[src/hdl/bive_pkg.sv]
// Shared types and constants for the bounded integer vector engine.
package bive_pkg;

  localparam int CAPACITY  = 256;
  localparam int WORD_BITS = 32;
  localparam int ADDR_BITS = $clog2(CAPACITY);
  localparam int CNT_BITS  = ADDR_BITS + 1;

  localparam logic [2:0] ACT_PUSH  = 3'd0;
  localparam logic [2:0] ACT_POP   = 3'd1;
  localparam logic [2:0] ACT_READ  = 3'd2;
  localparam logic [2:0] ACT_WRITE = 3'd3;
  localparam logic [2:0] ACT_ERASE = 3'd4;

  localparam logic [1:0] STAT_OK    = 2'd0;
  localparam logic [1:0] STAT_BAD   = 2'd1;
  localparam logic [1:0] STAT_FULL  = 2'd2;
  localparam logic [1:0] STAT_EMPTY = 2'd3;

  typedef enum logic [1:0] {
    ST_IDLE,
    ST_EXEC,
    ST_SHIFT,
    ST_FIN
  } ctrl_state_e;

  typedef struct packed {
    logic accept;
    logic commit;
    logic shift_init;
    logic shift_step;
    logic erase_commit;
  } dp_cmd_t;

  typedef struct packed {
    logic out_free;
    logic erase_ok;
    logic shift_done;
  } dp_stat_t;

endpackage

[src/hdl/bive_ctrl.sv]
// Controller state machine for the bounded integer vector engine.
module bive_ctrl (
  input  logic              clk_i,
  input  logic              rst_ni,
  input  logic              in_valid_i,
  output logic              in_stall_o,
  input  bive_pkg::dp_stat_t stat_i,
  output bive_pkg::dp_cmd_t  cmd_o
);
  import bive_pkg::*;

  ctrl_state_e state_q, state_d;

  always_ff @(posedge clk_i or negedge rst_ni) begin
    if (!rst_ni) begin
      state_q <= ST_IDLE;
    end else begin
      state_q <= state_d;
    end
  end

  always_comb begin
    state_d    = state_q;
    cmd_o      = '0;
    in_stall_o = 1'b1;
    case (state_q)
      ST_IDLE: begin
        in_stall_o = 1'b0;
        if (in_valid_i) begin
          cmd_o.accept = 1'b1;
          state_d      = ST_EXEC;
        end
      end
      ST_EXEC: begin
        if (stat_i.erase_ok) begin
          cmd_o.shift_init = 1'b1;
          state_d          = ST_SHIFT;
        end else if (stat_i.out_free) begin
          cmd_o.commit = 1'b1;
          state_d      = ST_IDLE;
        end
      end
      ST_SHIFT: begin
        if (stat_i.shift_done) begin
          state_d = ST_FIN;
        end else begin
          cmd_o.shift_step = 1'b1;
        end
      end
      ST_FIN: begin
        if (stat_i.out_free) begin
          cmd_o.erase_commit = 1'b1;
          state_d            = ST_IDLE;
        end
      end
      default: begin
        state_d = ST_IDLE;
      end
    endcase
  end

endmodule

[config.mk]
export PLATFORM = sky130hd
export DESIGN_NAME = bive_ctrl
export DESIGN_NICKNAME = d
export VERILOG_FILES = /design/src/hdl/bive_pkg.sv /design/src/hdl/bive_ctrl.sv
export SDC_FILE = /design/constraint.sdc
export NUM_CORES = 1
export LEC_CHECK = 0
export BUFFER_PORTS_ARGS = -buffer_cell sky130_fd_sc_hd__buf_2
export CORE_AREA = 4 4 41 43
export CTS_CLUSTER_SIZE = 12
export DETAILED_ROUTE_END_ITERATION = 6
export DIE_AREA = 0 0 45 47
export PLACE_DENSITY = 0.4
export RECOVER_POWER = 100
export SLEW_MARGIN = 10
export SYNTH_ARGS = -nofsm -noshare
export SYNTH_HDL_FRONTEND = slang
export SYNTH_SLANG_ARGS = --single-unit
[constraint.sdc]
create_clock -name clk_i -period 2.4 [get_ports clk_i]
set_input_delay 0.24 -clock clk_i [delete_from_list [all_inputs] [get_ports clk_i]]
set_output_delay 0.24 -clock clk_i [all_outputs]
set_load 0.005 [all_outputs]
==> flow_summary.rst <==
.. list-table::
   :header-rows: 1

   * - Metric
     - Value
   * - Result of the run
     - complete, no violations
   * - Hold bufs inserted after CTS
     - 1
   * - Pin count of the biggest net entering global routing
     - 7
   * - Clock root buffer
     - clkbuf_4
   * - Power density over the cells
     - around 1100 nW/um^2
   * - Initial Utilization
     - 0.0894
   * - Top Family by Delay on Critical Path
     - flip-flops
   * - Worst slew pin tran
     - between 0.2 and 0.3 ns
   * - Met2 Use GR
     - 0.0452
   * - Final setup violation count
     - 0
   * - Worst rel slew slack
     - 0.805
   * - Site Rows
     - 13
   * - Req. time, crit path
     - between 2 and 2.5 ns
   * - N_diodes
     - 0
   * - Number of buffers created by CTS
     - 3
   * - Detail-routed via count per cell
     - roughly 3.4
   * - Compound-cell area share of the yosys netlist
     - 0.161
   * - Standard cell core area
     - between 1000 and 1500 sq um
   * - Hold Crit Start
     - stat_i[2]
   * - Critical path class
     - reg -> out
   * - Number of hold-slack violations in the final timing report
     - 0
   * - Share of cell area taken by muxes after synthesis
     - 0
   * - Width of the die
     - roughly 45 um
   * - Net count reported at finish
     - 38
   * - Average cell area after synthesis
     - a little under 8 sq um
   * - Clock sink count
     - 2
   * - Number of flops mapped to enable cells by yosys
     - 0
   * - Busiest grt layer
     - met1
   * - Floorplan die area
     - around 2100 sq um
   * - Register containing the most flip-flops in the final layout
     - state_q
   * - Fraction of final layout cells with drive strength greater than 1
     - 0.367
   * - Top_reg_cell synth
     - dfrtp_1
   * - Xor-xnor portion of the synthesized cell area
     - 0
   * - Antenna violations before repair
     - 0
   * - Total buffers and inverters traversed by the critical path
     - 2
   * - Slowest stage cell, crit path
     - dfrtp_1
   * - Startpoint kind of the worst setup timing path
     - flop
   * - Number of buffers inserted to repair setup after CTS
     - 0
   * - Worst Path Arrival
     - approximately 1.1 ns
   * - Worst min-delay path endpoint
     - state_q[0]
   * - Die Height
     - 47 um
   * - Remaining Overflow, GRT
     - 0
   * - Number of cells upsized or downsized after cts
     - 0
   * - Number of nets still failing antenna checks after routing
     - 0
   * - Longest individual stage delay on the worst path
     - 0.38 ns
   * - Setup repair after global routing missed its margin
     - false
   * - Part of the Yosys area used for sequential elements
     - 0.430
   * - Setup slack of the most critical reg-to-reg path
     - about 1.4 ns
   * - Maximum clock rate
     - between 700 and 800 MHz
   * - Cell depth of the worst min-delay path
     - 2
   * - Syn Inst Count
     - 15
   * - Wire per inst
     - between 9 and 10 um
   * - Leak Pwr
     - a little over 0.1 nW
   * - Largest family of logic cells by synthesized area
     - simple AND/OR/NAND/NOR gates
   * - Clock tree from TritonCTS
     - done
   * - Largest regs
     - state_q x2
   * - CP max FO
     - 4
   * - Length of the first detailed-routing pass in iterations
     - 2
   * - Fin Clk Skew
     - between 0.001 and 0.0015 ns
   * - Post-CTS clock slew at the launch and capture registers of the worst setup and hold paths
     - ~0.03 ns
   * - Post-synthesis share of cell area spent on full adders, half adders and majority gates
     - 0
   * - Post-route setup slack
     - 1.03 ns
   * - Slew Limit Fails
     - 0
   * - Input/output buffers
     - 11
   * - CP endpoint kind
     - output pin
   * - Post-synthesis instance area
     - 116 sq um
   * - Detailed-placement wirelength estimate
     - between 300 and 400 um
   * - Leading cell types by count after synthesis
     - nor2_1, dfrtp_1, nand2_1
   * - Detailed Route Iter0 Violations
     - 2
   * - Cell type with the highest aggregate area in the netlist
     - dfrtp_1
   * - M3 GR Usage
     - 0.0383
   * - Post-route clock period utilization
     - 0.573
   * - Post-synthesis to final-layout area growth
     - 82.8%
   * - Endpoint of the worst register-to-register path
     - state_q[0]
   * - Number of global-route vias before repair
     - 140
   * - Via count of the routed design
     - ~150
   * - Startpoint of the worst register-to-register path
     - state_q[0]
   * - GRT Total Usage
     - 0.0482
   * - Shortest period the worst path allows
     - 1.37 ns
   * - Global-route wire length before repair
     - about 630 um
   * - Number of cells on the worst reg-to-reg path
     - 3
   * - Most instantiated library cell after synthesis
     - nor2_1
   * - Number of flip-flops in the largest register
     - 2
   * - Area fraction of the dominant cell type after synthesis
     - 0.430
   * - Fraction of synthesis flops using an asynchronous set or reset pin
     - 1.00
   * - Clock Tree Buf Depth
     - 2
   * - Routability cong.
     - about 0.60
   * - Largest vdd supply drop
     - roughly 0.35 mV
   * - Final TNS setup
     - 0 ns
   * - Reported max-cap violation count
     - 0
   * - Met1 demand-to-capacity share in global routing
     - 0.0661
   * - Clock insertion delay at the later pin of the skew report
     - 0.22 ns
   * - Hold crit path type
     - in -> reg
   * - Ranking of synthesized cells by area
     - dfrtp_1, nor2_1, nor3_2
   * - H-tree depth reported by CTS
     - 1
   * - Total Routed Length
     - ~410 um
   * - Synth Area in Simple Gates
     - 0.344
   * - Critical path cell sequence
     - inv_2, nor3_1, buf_2
   * - Post-Syn Nets
     - 21
   * - Remaining routing DRC violations
     - 0
   * - I/O Pins
     - 12
   * - Number of synthesized register bits
     - 2
   * - Distinct cell type count of the synthesized netlist
     - 11
   * - Worst setup slack before clock tree synthesis
     - 1.30 ns
   * - Yosys Warn Count
     - 0
## worst register-to-register path, cell delays in order (launching register included)
cell and delay, ns:
dfrtp_1 0.41, nand2_1 0.11, o21ai_0 0.08, a221oi_1 0.27
## placed cells by master, fill, tap and decap left out
cell type,Yosys,final
clkbuf_4,0,3
clkbuf_1,0,4
dlygate4sd3_1,0,1
nand2_1,2,2
or2_0,0,1
a21oi_1,1,1
inv_1,1,1
inv_2,1,1
a221oi_1,1,1
nor3_1,1,2
o21ai_0,0,1
buf_2,0,6
dfrtp_1,2,2
clkbuf_2,0,1
nor2_1,3,3
## layout make-up
class	count	area, sq um
timing repair buffer	12	60.1
inverter	2	7.51
clock buffer	3	22.5
sequential	2	50.0
fill	153	1090
tap	15	18.8
multi-input combinational	11	53.8
## worst max path at each step
stage / end / slack [ns] / cells after the start / startpoint
final: cmd_o[1] / 1.03 / 3 / state_q[1]
after global routing: cmd_o[1] / 0.99 / 3 / state_q[1]
after CTS: cmd_o[4] / 1.06 / 3 / state_q[0]
after detailed placement: cmd_o[4] / 1.30 / 3 / state_q[0]
after global placement: cmd_o[4] / 1.31 / 3 / state_q[0]
after floorplan: cmd_o[4] / 1.40 / 2 / state_q[0]
## cell families (layout without fill, tap and decap cells)
family,count (synthesis),in the layout
buf+inv,2,17
flops,2,2
compound gates,3,3
simple gates,8,8
## report_power, final
part | internal [mW] | switching [mW] | leakage, nW
Clock | 0.0552 | 0.0189 | 0.0138
Combinational | 0.0403 | 0.0502 | 0.0657
Sequential | 0.0515 | 0.0209 | 0.0227
Total | 0.147 | 0.0899 | 0.102
## metrics by stage
| step | util | area, sq um | std cells | power, mW | hold slack, ns |
|---|---|---|---|---|---|
| floorplan | - | 116 | 15 | 0.126 | -0.0556 |
| global placement | 0.146 | 190 | 41 | 0.172 | 0.0327 |
| detailed placement | 0.146 | 190 | 41 | 0.171 | 0.0314 |
| CTS | 0.171 | 223 | 45 | 0.251 | 0.242 |
| global route | 0.163 | 213 | 45 | 0.262 | 0.242 |
| finish | 0.163 | 213 | 45 | 0.237 | 0.249 |
## routing by layer
metal  part of all wire  vias to the layer above  wire length, um
met5                  0                        -                0
met4                  0                        0                0
met3               0.16                        0               66
met1               0.51                       63              210
li1                   -                       81                -
met2               0.32                        9              132
(Power assumes the default switching activity.)
